===== src/design/assert_macros.svh =====
// ---------------------------------------------------------------------------
// assert_macros.svh
// clocked assertion helpers used by sample_table_range_search
// ---------------------------------------------------------------------------
`ifndef ASSERT_MACROS_SVH
`define ASSERT_MACROS_SVH

// property checked every cycle outside reset
`define STS_ASSERT(lbl, clk, rst_n, prop, msg) \
	lbl: assert property (@(posedge clk) disable iff (!rst_n) (prop)) else $error(msg);

// antecedent in one cycle implies consequent in the next
`define STS_ASSERT_NEXT(lbl, clk, rst_n, ante, cons, msg) \
	lbl: assert property (@(posedge clk) disable iff (!rst_n) (ante) |=> (cons)) \
		else $error(msg);

`endif


===== src/design/sts_pkg.sv =====
// ---------------------------------------------------------------------------
// sts_pkg
// shared types and constants of the sample table range search block
// ---------------------------------------------------------------------------
package sts_pkg;

	localparam int ADDR_W      = 12;
	localparam int TABLE_DEPTH = 1 << ADDR_W;
	localparam int CNT_W       = ADDR_W + 1;
	localparam int DATA_W      = 32;
	localparam int RUN_LENGTH  = 3;
	localparam int RUN_W       = $clog2(RUN_LENGTH + 1);

	localparam logic signed [DATA_W-1:0] INT_MAX = {1'b0, {(DATA_W-1){1'b1}}};
	localparam logic signed [DATA_W-1:0] INT_MIN = {1'b1, {(DATA_W-1){1'b0}}};

	typedef enum logic [1:0] {
		OP_WRITE     = 2'd0,
		OP_RANGE_MIN = 2'd1,
		OP_RANGE_MAX = 2'd2,
		OP_WALK      = 2'd3
	} op_t;

	typedef enum logic [1:0] {
		S_IDLE,
		S_SCAN,
		S_FINISH
	} state_t;

	typedef struct packed {
		logic                  we;
		logic [ADDR_W-1:0]     waddr;
		logic [2*DATA_W-1:0]   wdata;
		logic                  re;
		logic [ADDR_W-1:0]     raddr;
	} ram_req_t;

endpackage


===== src/design/sts_if.sv =====
// ---------------------------------------------------------------------------
// sts_if
// request and response channels with valid/ready transfer
// ---------------------------------------------------------------------------
interface sts_in_if
	import sts_pkg::*;
();
	logic                     valid;
	logic                     ready;
	op_t                      operation;
	logic [ADDR_W-1:0]        index;
	logic [ADDR_W-1:0]        end_index;
	logic                     channel;
	logic signed [DATA_W-1:0] amplitude_value;
	logic signed [DATA_W-1:0] phase_value;
	logic signed [DATA_W-1:0] threshold;
	logic                     walk_down;

	modport source (
		output valid, operation, index, end_index, channel,
		output amplitude_value, phase_value, threshold, walk_down,
		input  ready
	);
	modport sink (
		input  valid, operation, index, end_index, channel,
		input  amplitude_value, phase_value, threshold, walk_down,
		output ready
	);
endinterface

interface sts_out_if
	import sts_pkg::*;
();
	logic                     valid;
	logic                     ready;
	logic signed [DATA_W-1:0] result_value;
	logic                     found;
	logic [ADDR_W-1:0]        found_index;

	modport source (output valid, result_value, found, found_index, input ready);
	modport sink (input valid, result_value, found, found_index, output ready);
endinterface


===== src/design/sts_scan_ctrl.sv =====
// ---------------------------------------------------------------------------
// sts_scan_ctrl
// request decode, address sequencer, min/max and run detector, result register
// ---------------------------------------------------------------------------
module sts_scan_ctrl
	import sts_pkg::*;
(
	input  logic                clk,
	input  logic                arst_n,
	input  logic [CNT_W-1:0]    entry_count,
	sts_in_if.sink              request,
	sts_out_if.source           response,
	output ram_req_t            ram_req,
	input  logic [2*DATA_W-1:0] ram_rdata
);

	state_t state_q, state_d;

	// captured request
	op_t                      op_q;
	logic                     chan_q;
	logic signed [DATA_W-1:0] thr_q;
	logic                     down_q;

	// address sequencer
	logic [ADDR_W-1:0] addr_q;
	logic [ADDR_W-1:0] end_q;
	logic              issuing_q;
	logic              first_q;

	// read beat in flight
	logic              rd_valid_s1;
	logic [ADDR_W-1:0] addr_s1;
	logic              last_s1;
	logic              first_s1;

	// running values
	logic signed [DATA_W-1:0] best_q;
	logic                     first_side_q;
	logic [RUN_W-1:0]         run_q;
	logic [ADDR_W-1:0]        run_start_q;

	// finished result
	logic signed [DATA_W-1:0] res_value_q;
	logic                     res_found_q;
	logic [ADDR_W-1:0]        res_index_q;

	logic                     out_valid_q;
	logic signed [DATA_W-1:0] out_value_q;
	logic                     out_found_q;
	logic [ADDR_W-1:0]        out_index_q;

	logic accept, is_query, load_out, issue, beat;
	logic [CNT_W-1:0]  n_valid;
	logic [ADDR_W-1:0] last_idx, start_idx, stop_idx;
	logic              table_empty, range_empty;

	logic signed [DATA_W-1:0] v;
	logic signed [DATA_W-1:0] best_n;
	logic                     side, fs_n;
	logic [RUN_W-1:0]         run_n;
	logic [ADDR_W-1:0]        start_n;
	logic                     hit, scan_done;

	// clamp to the valid part of the tables
	always_comb begin
		n_valid     = (entry_count > CNT_W'(TABLE_DEPTH)) ? CNT_W'(TABLE_DEPTH) : entry_count;
		table_empty = (n_valid == '0);
		last_idx    = ADDR_W'(n_valid - CNT_W'(1));
		start_idx   = (request.index > last_idx) ? last_idx : request.index;
		stop_idx    = (request.end_index > last_idx) ? last_idx : request.end_index;
		range_empty = (start_idx > stop_idx);
		is_query    = (request.operation == OP_RANGE_MIN) ||
			(request.operation == OP_RANGE_MAX);
	end

	// beat processing
	always_comb begin
		v       = chan_q ? ram_rdata[2*DATA_W-1:DATA_W] : ram_rdata[DATA_W-1:0];
		best_n  = best_q;
		if ((op_q == OP_RANGE_MAX) ? (v > best_q) : (v < best_q)) begin
			best_n = v;
		end
		side    = (thr_q > v);
		fs_n    = first_s1 ? side : first_side_q;
		run_n   = '0;
		start_n = run_start_q;
		if (!first_s1 && (side != fs_n)) begin
			run_n = run_q + RUN_W'(1);
			if (run_q == '0) begin
				start_n = addr_s1;
			end
		end
		hit       = (op_q == OP_WALK) && (run_n >= RUN_W'(RUN_LENGTH));
		beat      = (state_q == S_SCAN) && rd_valid_s1;
		scan_done = beat && (last_s1 || hit);
	end

	// next state
	always_comb begin
		state_d = state_q;
		unique case (state_q)
			S_IDLE: begin
				if (request.valid && (request.operation != OP_WRITE)) begin
					if (table_empty || (is_query && range_empty)) begin
						state_d = S_FINISH;
					end else begin
						state_d = S_SCAN;
					end
				end
			end
			S_SCAN: begin
				if (scan_done) begin
					state_d = S_FINISH;
				end
			end
			S_FINISH: begin
				if (!out_valid_q || response.ready) begin
					state_d = S_IDLE;
				end
			end
			default: state_d = S_IDLE;
		endcase
	end

	// control outputs
	always_comb begin
		request.ready = (state_q == S_IDLE);
		accept        = request.valid && request.ready;
		issue         = (state_q == S_SCAN) && issuing_q && !scan_done;
		load_out      = (state_q == S_FINISH) && (!out_valid_q || response.ready);
		ram_req.we    = accept && (request.operation == OP_WRITE) &&
			({1'b0, request.index} < CNT_W'(TABLE_DEPTH));
		ram_req.waddr = request.index;
		ram_req.wdata = {request.phase_value, request.amplitude_value};
		ram_req.re    = issue;
		ram_req.raddr = addr_q;
	end

	always_ff @(posedge clk or negedge arst_n) begin
		if (!arst_n) begin
			state_q     <= S_IDLE;
			issuing_q   <= 1'b0;
			rd_valid_s1 <= 1'b0;
			out_valid_q <= 1'b0;
		end else begin
			state_q     <= state_d;
			rd_valid_s1 <= issue;
			if (accept) begin
				issuing_q <= 1'b1;
			end else if (issue && (addr_q == end_q)) begin
				issuing_q <= 1'b0;
			end
			if (load_out) begin
				out_valid_q <= 1'b1;
			end else if (response.ready) begin
				out_valid_q <= 1'b0;
			end
		end
	end

	always_ff @(posedge clk) begin
		if (accept) begin
			op_q         <= request.operation;
			chan_q       <= request.channel;
			thr_q        <= request.threshold;
			down_q       <= request.walk_down && (request.operation == OP_WALK);
			addr_q       <= start_idx;
			first_q      <= 1'b1;
			run_q        <= '0;
			run_start_q  <= '0;
			best_q       <= (request.operation == OP_RANGE_MAX) ? INT_MIN : INT_MAX;
			if (request.operation == OP_WALK) begin
				end_q <= request.walk_down ? '0 : last_idx;
			end else begin
				end_q <= stop_idx;
			end
			// results known without a scan
			res_found_q <= is_query;
			res_index_q <= '0;
			if (table_empty) begin
				res_value_q <= '0;
			end else begin
				res_value_q <= (request.operation == OP_RANGE_MAX) ? INT_MIN : INT_MAX;
			end
		end
		if (issue) begin
			addr_q   <= down_q ? addr_q - ADDR_W'(1) : addr_q + ADDR_W'(1);
			first_q  <= 1'b0;
			addr_s1  <= addr_q;
			last_s1  <= (addr_q == end_q);
			first_s1 <= first_q;
		end
		if (beat) begin
			best_q       <= best_n;
			first_side_q <= fs_n;
			run_q        <= run_n;
			run_start_q  <= start_n;
		end
		if (scan_done) begin
			if (op_q == OP_WALK) begin
				res_value_q <= '0;
				res_found_q <= hit;
				res_index_q <= hit ? start_n : '0;
			end else begin
				res_value_q <= best_n;
				res_found_q <= 1'b1;
				res_index_q <= '0;
			end
		end
		if (load_out) begin
			out_value_q <= res_value_q;
			out_found_q <= res_found_q;
			out_index_q <= res_index_q;
		end
	end

	assign response.valid        = out_valid_q;
	assign response.result_value = out_value_q;
	assign response.found        = out_found_q;
	assign response.found_index  = out_index_q;

endmodule


===== src/flat_wrapper.sv =====
// flat-port wrapper written by rule: the top's interface ports become plain ports
module sts_scan_ctrl_flat import sts_pkg::*;
  (clk, arst_n, entry_count, ram_req, ram_rdata, request_valid, request_operation, request_index, request_end_index, request_channel, request_amplitude_value, request_phase_value, request_threshold, request_walk_down, request_ready, response_valid, response_result_value, response_found, response_found_index, response_ready);
  sts_in_if request_i ();
  sts_out_if response_i ();
  input  logic clk;
  input  logic arst_n;
  input  logic [CNT_W-1:0] entry_count;
  output ram_req_t ram_req;
  input  logic [2*DATA_W-1:0] ram_rdata;
  input wire logic [$bits(request_i.valid)-1:0] request_valid;
  input wire logic [$bits(request_i.operation)-1:0] request_operation;
  input wire logic [$bits(request_i.index)-1:0] request_index;
  input wire logic [$bits(request_i.end_index)-1:0] request_end_index;
  input wire logic [$bits(request_i.channel)-1:0] request_channel;
  input wire logic [$bits(request_i.amplitude_value)-1:0] request_amplitude_value;
  input wire logic [$bits(request_i.phase_value)-1:0] request_phase_value;
  input wire logic [$bits(request_i.threshold)-1:0] request_threshold;
  input wire logic [$bits(request_i.walk_down)-1:0] request_walk_down;
  output wire logic [$bits(request_i.ready)-1:0] request_ready;
  output wire logic [$bits(response_i.valid)-1:0] response_valid;
  output wire logic [$bits(response_i.result_value)-1:0] response_result_value;
  output wire logic [$bits(response_i.found)-1:0] response_found;
  output wire logic [$bits(response_i.found_index)-1:0] response_found_index;
  input wire logic [$bits(response_i.ready)-1:0] response_ready;
  assign request_i.valid = request_valid;
  assign request_i.operation = request_operation;
  assign request_i.index = request_index;
  assign request_i.end_index = request_end_index;
  assign request_i.channel = request_channel;
  assign request_i.amplitude_value = request_amplitude_value;
  assign request_i.phase_value = request_phase_value;
  assign request_i.threshold = request_threshold;
  assign request_i.walk_down = request_walk_down;
  assign request_ready = request_i.ready;
  assign response_valid = response_i.valid;
  assign response_result_value = response_i.result_value;
  assign response_found = response_i.found;
  assign response_found_index = response_i.found_index;
  assign response_i.ready = response_ready;
  sts_scan_ctrl u_core (.clk(clk), .arst_n(arst_n), .entry_count(entry_count), .request(request_i), .response(response_i), .ram_req(ram_req), .ram_rdata(ram_rdata));
endmodule

===== config.mk =====
export PLATFORM = sky130hd
export DESIGN_NAME = sts_scan_ctrl_flat
export DESIGN_NICKNAME = d
export VERILOG_FILES = /design/src/design/assert_macros.svh /design/src/design/sts_pkg.sv /design/src/design/sts_if.sv /design/src/design/sts_scan_ctrl.sv /design/src/flat_wrapper.sv
export SDC_FILE = /design/constraint.sdc
export NUM_CORES = 1
export LEC_CHECK = 0
export BUFFER_PORTS_ARGS = -buffer_cell sky130_fd_sc_hd__buf_2
export CAP_MARGIN = 20
export CORE_ASPECT_RATIO = 0.5
export CORE_MARGIN = 4
export CORE_UTILIZATION = 35
export CTS_BUF_LIST = sky130_fd_sc_hd__clkbuf_2
export DETAILED_ROUTE_END_ITERATION = 8
export PLACE_DENSITY = 0.7
export SLEW_MARGIN = 20
export SYNTH_ARGS = -nofsm -noshare
export SYNTH_HDL_FRONTEND = slang
export SYNTH_SLANG_ARGS = --single-unit

===== constraint.sdc =====
create_clock -name clk -period 4.4 [get_ports clk]
set_input_delay 0.22 -clock clk [delete_from_list [all_inputs] [get_ports clk]]
set_output_delay 0.22 -clock clk [all_outputs]
set_load 0.01 [all_outputs]

* Word-level counts from Yosys, hierarchy flattened
Index checks and enable logic that the tools add are counted.
** Word-level totals
- Bits of input ports :: 205
- Output and inout bits :: 137
- Logic and storage cells :: 120
- Bits in registers :: 217
** Cells by class
- Reduce and logical (&&, ||, !) cells :: 31
- $lt $le $gt $ge :: 8
- Add/sub/neg operators :: 4
- Multiplexer cells :: 41
- Equal/unequal tests :: 12
** Operator list (number)
- $mux 32 :: 9
- $mux 12 :: 14
- $gt 32x32->1 :: 2
- $gt 12x12->1 :: 3
- $lt 32x32->1 :: 1
- $sub 12x1->12 const B :: 2
- $mux 2 :: 7
- $gt 13x13->1 const B :: 1
- $logic_and 1x1->1 :: 13
- $logic_not 13->1 :: 1
- $mux 13 :: 1
- $add 12x1->12 const B :: 1
- $eq 12x12->1 :: 1
- $reduce_bool 2->1 :: 6
- $eq 2x2->1 const B :: 5
- $mux 1 :: 9
- $logic_not 2->1 :: 3
- $ne 2x1->1 const B :: 3
- $pmux 2 s3 :: 1
- $eq 2x1->1 const B :: 2
- $logic_or 1x1->1 :: 4
- $logic_not 1->1 :: 3
- $reduce_and 3->1 :: 1
- $add 2x1->2 const B :: 1
- 2 further kinds :: 2

* Depth between registers and ports, before layout
Gate-level depths: netlist of run 1.
- Depth in word-level cells :: 15
- Depth in mapped cells :: 28
- Gate-level depth less buffers :: 25

* Worst setup path before layout of run 1
No wires, ideal clock.
- Kind :: input to register
- Start point :: input entry_count[12]
- End point :: register u_core.state_q[0]
- Setup time :: 0.067 ns
- Path buffers :: 2
- Stages :: 27
- Data required time :: 4.333 ns
- Path slack :: -0.757 ns
- Arrival time :: 5.090 ns
- Cells stage by stage :: clkbuf_1 -> inv_1 -> nand2_1 -> ha_1 -> o21ai_0 -> o211ai_1 -> o21ai_0 -> nor2_1 -> ha_1 -> a21o_1 -> a21oi_1 -> o21bai_1 -> maj3_1 -> a31oi_1 -> a21oi_2 -> buf_6 -> mux2_1 -> ha_1 -> nor2b_1 -> o21ai_0 -> nand2b_1 -> a21oi_1 -> nor3_1 -> a2111oi_0 -> nor2_1 -> o41ai_1 -> and3_1
** Between the ends
- Word-level cells in the longest chain between the ends :: 11
- Elaborated cells on any way between the ends :: 14
- Classes of those cells :: 1 x add/sub; 4 x order compare; 6 x mux; 3 x reduce/logical
** RTL lines
- start, declared :: RTL line flat_wrapper.sv:8 : input logic [CNT_W-1:0] entry_count;
- $gt 13x13->1 :: RTL line sts_scan_ctrl.sv:67 : n_valid = (entry_count > CNT_W'(TABLE_DEPTH)) ? CNT_W'(TABLE_DEPTH) : entry_count;
- $mux 13 * :: RTL line sts_scan_ctrl.sv:67
- $sub 12x1->12 :: RTL line sts_scan_ctrl.sv:69 : last_idx = ADDR_W'(n_valid - CNT_W'(1));
- $gt 12x12->1 (on tied branches) :: RTL line sts_scan_ctrl.sv:70, sts_scan_ctrl.sv:71
- $mux 12 (on tied branches) :: RTL line sts_scan_ctrl.sv:70, sts_scan_ctrl.sv:71
- $gt 12x12->1 :: RTL line sts_scan_ctrl.sv:72 : range_empty = (start_idx > stop_idx);
- $logic_and 1x1->1 :: RTL line sts_scan_ctrl.sv:105 : if (table_empty || (is_query && range_empty)) begin
- $logic_or 1x1->1 * :: RTL line sts_scan_ctrl.sv:105
- $mux 2 * :: RTL line sts_scan_ctrl.sv:105
- $mux 2 * :: RTL line sts_scan_ctrl.sv:104 : if (request.valid && (request.operation != OP_WRITE)) begin
- $pmux 2 s3 * :: RTL line sts_scan_ctrl.sv:102 : unique case (state_q)
- end signal, assigned :: RTL line sts_scan_ctrl.sv:147 : state_q <= state_d;
- end, declared :: RTL line sts_scan_ctrl.sv:17 : state_t state_q, state_d;
Mark *: on every way between the ends. The rest lies on a longest branch, timed or not. The select of a mux whose other input is x is not followed.
A chain may end at the register's enable or synchronous reset.

==> flow_summary.yaml, run 1 <==
routing:
  drc_errors: 0
  routed_wirelength_um: 35400
  firstDrtPassIters: 6
  postRouteAntennaNets: 0
  wl_per_cell_um: 17.5
  drt_iter0_markers: 599
  routed_via_density: 4.95
  dr_total_vias: 10016
worst_setup_path:
  cp_cell_sequence: "buf_6, buf_12, mux2_4, inv_4, ha_4, nand4_1, nor3_2, nand2_1, or3_4, and4_4, nor4_4, o21ai_2, inv_2, buf_8, buf_6"
  cp_data_arrival_time_ns: 4.10
  cp.required_ns: 4.18
  cp-startpoint: "u_core.chan_q"
  path_class: "reg2out"
  startpoint_type: "register"
  critPathCaptureType: "output pin"
  cp_common_cell: "buf_6"
  cp_slowest_cell: "edfxtp_1"
  r2r_slack_ns: 0.15
  path_max_fanout: 8
  reg2reg_from: "u_core.chan_q"
  timing.rr.end: "u_core.best_q[17]"
  r2r_cells: 13
  critPathMaxStageDelay_ns: 0.44
global_routing:
  gr-total-overflow: 0
  first_global_vias: 10201
  grt_max_degree: 51
  grt_pass1_wl_um: 52400
  antenna_found_initial: 2
  grt.total_usage_pct: 16.4
final_layout:
  synthToLayoutAreaGrowth_pct: 31.2
  fin_area_mm2: 0.0167
  final_util_pct: 46.5
  drive_gt1_share_pct: 33.7
  final_nets: 1811
  regArea_mm2: 0.00648
  layout.cells.non_filler: 2024
  multiInputGateArea_mm2: 0.00555
  fillers: 3213
synth:
  ys_seq_elements: 217
  synthMostInstantiatedCell: "edfxtp_1"
  yosysTopAreaCellShare_pct: 49.7
  ys_types: 74
  synthFlopType: "edfxtp_1"
  yosysTopAreaCell: "edfxtp_1"
  syn_nets: 1420
  synth.cell_area_mm2: 0.0127
  synth_warnings: 0
  synth_area_leaders: "edfxtp_1 50%, ha_1 11%, buf_4 4.7%, mux2i_1 4.4%, mux2_2 3.4%"
  synth_edf_count: 211
  yosysSeqAreaShare_pct: 50.9
  synthArstFlopShare_pct: 2.30
  synth_cells: 1101
  avgSynthCellArea_um2: 11.6
  synth_common_cells: "211 x edfxtp_1, 113 x ha_1, 101 x inv_1, 79 x buf_4, 63 x o21ai_1"
worst_hold_path:
  hold_path_class: "in2reg"
  worstHoldEndpoint: "u_core.best_q[29]"
  min_path_cells: 4
  hold_start: "ram_rdata[61]"
sta:
  slew_viol_final: 0
  slew-limit-headroom_pct: 24.1
  fmax_mhz: 231
  min_period_ns: 4.32
  hold_viol: 0
  worst_pin_slew_ns: 1.14
  skew_ns: 0.0542
  finalSetupViolCount: 0
  timing.setup.tns_ns: 0
  rsz0062_at_grt: "true"
  period_share_pct: 98.2
placement:
  dp_hpwl_um: 23700
  place_inst: 1779
  portBuffers: 213
  postPlaceCellArea_mm2: 0.0145
  place.gp.congestion: 0.864
floorplanning:
  die-area_mm2: 0.0397
  std_cell_rows: 49
  die_y_um: 143
  coreArea_mm2: 0.0359
  ios: 342
  start_util_pct: 35.5
  dieWidth_um: 278
power:
  p_leak_uw: 0.00730
  ir_worst_vdd_mv: 0.343
  p_per_area_mw_per_mm2: 509
clock_tree:
  clkLatencyLatePin_ns: 0.82
  clockBufferDepth: 3
  cts_tree: "built"
  cts.sinks: 217
  numCtsBuffers: 53
  clock-root-buffer: "clkbuf_2"
  cts_max_level: 2
  path_clk_slew_ns: 0.10
flow_run:
  maxCapViolCount: 0
run_status:
  status: "finished, final reports clean"
==> sequential cells by signal, indices dropped and copies added, names as in the netlist, 2 cells and up <==
register                      count
u_core.response.result_value     32
u_core.state_q                    2
u_core.addr_q                    12
u_core.thr_q                     32
u_core.addr_s1                   12
u_core.res_index_q               12
u_core.best_q                    32
u_core.run_q                      2
u_core.response.found_index      12
u_core.run_start_q               12
u_core.end_q                     12
u_core.res_value_q               32
u_core.op_q                       2
==> per-layer routing <==
layer | wire (µm) | share of wire [%] | up-vias | GRT usage [%]
met5 | 0 | 0 | - | 0
met1 | 14200 | 40 | 4820 | 19.0
met2 | 18300 | 52 | 287 | 30.3
met4 | 1570 | 4.4 | 0 | 7.09
li1 | - | - | 4795 | -
met3 | 1290 | 3.6 | 114 | 2.65
==> report_power, final <==
group          internal, µW  switching (µW)  leakage (µW)
clock network           513             806      0.000380
registers              3130             313       0.00201
logic                  1640            2120       0.00491
total                  5280            3240       0.00730
==> cells in the final DEF, fill, tap and decap left out, types with 54 or more instances in the layout <==
cell	instances
buf_2	212
o21ai_1	66
edfxtp_1	211
nor2_1	54
dlygate4sd3_1	118
buf_4	107
clkbuf_2	84
ha_1	99
inv_1	91
mux2i_1	56
==> per-stage QoR <==
step	total power, µW	setup slack (ns)	hold slack (ns)
3_5_place_dp	6820	-0.877	0.0527
2_1_floorplan	5720	-0.0999	-0.0756
6_report	8520	0.0776	0.0713
3_3_place_gp	6760	-0.625	0.0536
4_1_cts	8340	0.00441	0.00342
5_1_grt	9110	-0.0885	0.0117
==> cell families (layout without fill, tap and decap cells) <==
group / Yosys count / after routing / share of synthesized area [%]
DFF: 217 / 217 / 50.9
and+or+nand+nor: 216 / 216 / 8.73
AOI/OAI and AO/OA: 213 / 213 / 10.2
buffers and inverters: 212 / 646 / 8.69
adders and majority gates: 116 / 116 / 11.4
muxes: 97 / 97 / 8.02
xor gates and xnor gates: 30 / 30 / 2.06
other: 0 / 5 / 0
==> how the worst max path moves through the flow <==
| stage | end | depth (start not counted) |
|---|---|---|
| after floorplan | u_core.state_q[1] | 24 |
| after global placement | u_core.state_q[1] | 27 |
| after detailed placement | u_core.state_q[1] | 27 |
| after CTS | ram_req[12] | 16 |
| after global routing | ram_req[12] | 16 |
| final | ram_req[12] | 15 |
==> critical path, delay by kind of cell, from the launching register on <==
| family | cells | cell delay (ns) |
|---|---|---|
| simple gates | 6 | 1.56 |
| buf+inv | 6 | 0.69 |
| flops | 1 | 0.44 |
| mux | 1 | 0.34 |
| fa+ha+maj | 1 | 0.14 |
| compound gates | 1 | 0.10 |
==> area by class of cell <==
cell class              instances  area share (%)
clock inverters                14           0.426
well taps                     484            3.62
inverters                     102            2.31
repair buffers                446            19.1
diodes                          5          0.0748
flip-flops and latches        217            38.8
multi-input cells             672            33.2
clock buffers                  84            2.51
==> repair_timing <==
| action | in CTS | in global routing |
|---|---|---|
| endpoints found under the setup margin | 1 | 3 |
| hold buffers | 118 | 0 |
| pin swaps | 4 | 16 |
| cloned | 1 | 1 |
| gates resized for setup | 17 | 56 |
| buffers inserted | 6 | 17 |
| endpoints found under the hold margin | 123 | 0 |
Note: power is estimated with default switching activity, not from simulation.
==> run 2, diff against run 1 <==
==> constraint.sdc (replaced) <==
create_clock -name clk -period 4.4 [get_ports clk]
set_input_delay 0.66 -clock clk [delete_from_list [all_inputs] [get_ports clk]]
set_output_delay 0.66 -clock clk [all_outputs]
set_load 0.01 [all_outputs]
==> run 2 against run 1 <==
Against the previous run:
- register-to-register slack improved by 0.05 ns
- the run now ends with negative setup slack left
- first-iteration DRC count fell by 2.8%
- critical path type unchanged
- non-clock buffer count fell by 80
- sequential share of layout area rose by 2.1 points
- cell count fell by 4.5%
- via count fell by 5.4%
- maximum frequency fell by 5.1%
==> flow_summary.yaml, run 2 (same netlist as run 1, synthesis figures left out) <==
global_routing:
  grt_max_degree: 51
  grt_pass1_wl_um: 50400
  antenna_found_initial: 1
  gr-total-overflow: 0
  grt.total_usage_pct: 15.8
  first_global_vias: 9573
floorplanning:
  die-area_mm2: 0.0397
  start_util_pct: 35.5
  std_cell_rows: 49
  die_y_um: 143
  coreArea_mm2: 0.0359
  dieWidth_um: 278
  ios: 342
worst_hold_path:
  hold_path_class: "in2reg"
  hold_start: "request_operation[1]"
  worstHoldEndpoint: "u_core.op_q[1]"
  min_path_cells: 1
worst_setup_path:
  timing.rr.end: "u_core.best_q[30]"
  cp-startpoint: "u_core.chan_q"
  startpoint_type: "register"
  r2r_cells: 13
  path_class: "reg2out"
  critPathCaptureType: "output pin"
  path_max_fanout: 6
  cp.buffers_inverters: 7
  cp_cell_sequence: "buf_6, buf_16, mux2_4, inv_1, ha_1, nand4_1, nor4b_2, buf_4, buf_6, a41o_1, a32oi_1, a21o_1, nor4_4, o21ai_2, inv_2, buf_6"
  critPathMaxStageDelay_ns: 0.48
  cp_data_arrival_time_ns: 3.89
  r2r_slack_ns: 0.20
  cp_common_cell: "buf_6"
  cp.required_ns: 3.74
  cp_slowest_cell: "edfxtp_1"
  crit_family: "buffers and inverters"
  reg2reg_from: "u_core.chan_q"
placement:
  portBuffers: 213
  postPlaceCellArea_mm2: 0.0145
  place.gp.congestion: 0.894
  place_inst: 1779
  dp_hpwl_um: 24100
final_layout:
  fillers: 3357
  layout_commonest_cell: "edfxtp_1"
  fin_area_mm2: 0.0159
  drive_gt1_share_pct: 35.1
  final_nets: 1732
  layout.cells.non_filler: 1933
  regArea_mm2: 0.00648
  multiInputGateArea_mm2: 0.00553
  synthToLayoutAreaGrowth_pct: 24.5
  final_cell_mix: "211 x edfxtp_1, 210 x buf_2, 108 x buf_4"
clock_tree:
  clockBufferDepth: 3
  path_clk_slew_ns: 0.11
  clkLatencyLatePin_ns: 0.83
  clock-root-buffer: "clkbuf_2"
  cts_tree: "built"
  cts.sinks: 217
  numCtsBuffers: 54
  cts_max_level: 2
sta:
  fmax_mhz: 220
  rsz0062_at_grt: "true"
  skew_ns: 0.0414
  worst_pin_slew_ns: 0.971
  setup_ws_ns: -0.154
  finalSetupViolCount: 1
  slew_viol_final: 0
  min_period_ns: 4.55
  hold_viol: 0
  slew-limit-headroom_pct: 35.0
  period_share_pct: 104
routing:
  dr_total_vias: 9479
  routed_via_density: 4.90
  postRouteAntennaNets: 0
  routed_wirelength_um: 32800
  wl_per_cell_um: 17.0
  drc_errors: 0
  drt_iter0_markers: 582
  firstDrtPassIters: 7
power:
  p_leak_uw: 0.00694
  p_per_area_mw_per_mm2: 520
  power_uw: 8260
  ir_worst_vdd_mv: 0.338
run_status:
  violations: "negative setup slack"
  status: "finished with violations"
flow_run:
  maxCapViolCount: 0
run 2: cell types whose count changed in the layout (fill, tap and decap cells not counted), moves of 4 or more:
cell           previous run  this run
clkbuf_2                 84        78
inv_2                     9         3
buf_6                     3         7
dlygate4sd3_1           118        35
inv_1                    91        98
ha_4                     14         6
ha_1                     99       105
run 2: repair_timing:
| action | in CTS | in global routing |
|---|---|---|
| setup buffers | 19 | 7 |
| pin swaps | 15 | 25 |
| cloned | 2 | 0 |
| setup endpoints to repair | 3 | 3 |
| hold buffers | 35 | 0 |
| hold endpoints to repair | 39 | 0 |
| gates resized for setup | 44 | 34 |
run 2: through the flow:
stage | util, % | setup slack, ns | hold slack [ns] | TNS [ns]
after floorplan | - | -0.505 | 0.364 | -9.00
after global placement | 40.2 | -1.10 | 0.401 | -2.14
after detailed placement | 40.2 | -1.15 | 0.405 | -2.27
after CTS | 43.6 | -0.250 | 0.00871 | -0.250
after global routing | 44.2 | -0.450 | 0.0276 | -0.666
final | 44.2 | -0.154 | 0.0930 | -0.154
run 2: layout make-up:
cell class | count | area share [%]
clock inverter | 12 | 0.370
timing repair buffer | 366 | 15.3
multi-input combinational | 672 | 34.8
antenna | 2 | 0.0315
sequential | 217 | 40.8
tap | 484 | 3.82
clock buffer | 78 | 2.46
inverter | 102 | 2.42
run 2: per-layer routing:
metal	vias to the layer above	wire, µm	part of all wire, %	track usage, %
met3	73	1370	4.2	2.58
met5	-	0	0	0
met2	243	16800	51	28.7
li1	4638	-	-	-
met4	0	983	3.0	5.75
met1	4525	13600	42	19.1
run 2: how the worst max path moves through the flow:
stage / end / slack, ns / cells after the start
floorplan: u_core.state_q[0] / -0.51 / 24
global placement: u_core.state_q[0] / -1.10 / 22
detailed placement: u_core.state_q[0] / -1.15 / 22
CTS: ram_req[12] / -0.25 / 16
global route: ram_req[12] / -0.45 / 16
finish: ram_req[12] / -0.15 / 16
run 2: power by group:
| group | switching [µW] | internal [µW] | leakage [µW] |
|---|---|---|---|
| registers | 295 | 3130 | 0.00201 |
| clock network | 795 | 475 | 0.000347 |
| logic | 2050 | 1520 | 0.00458 |
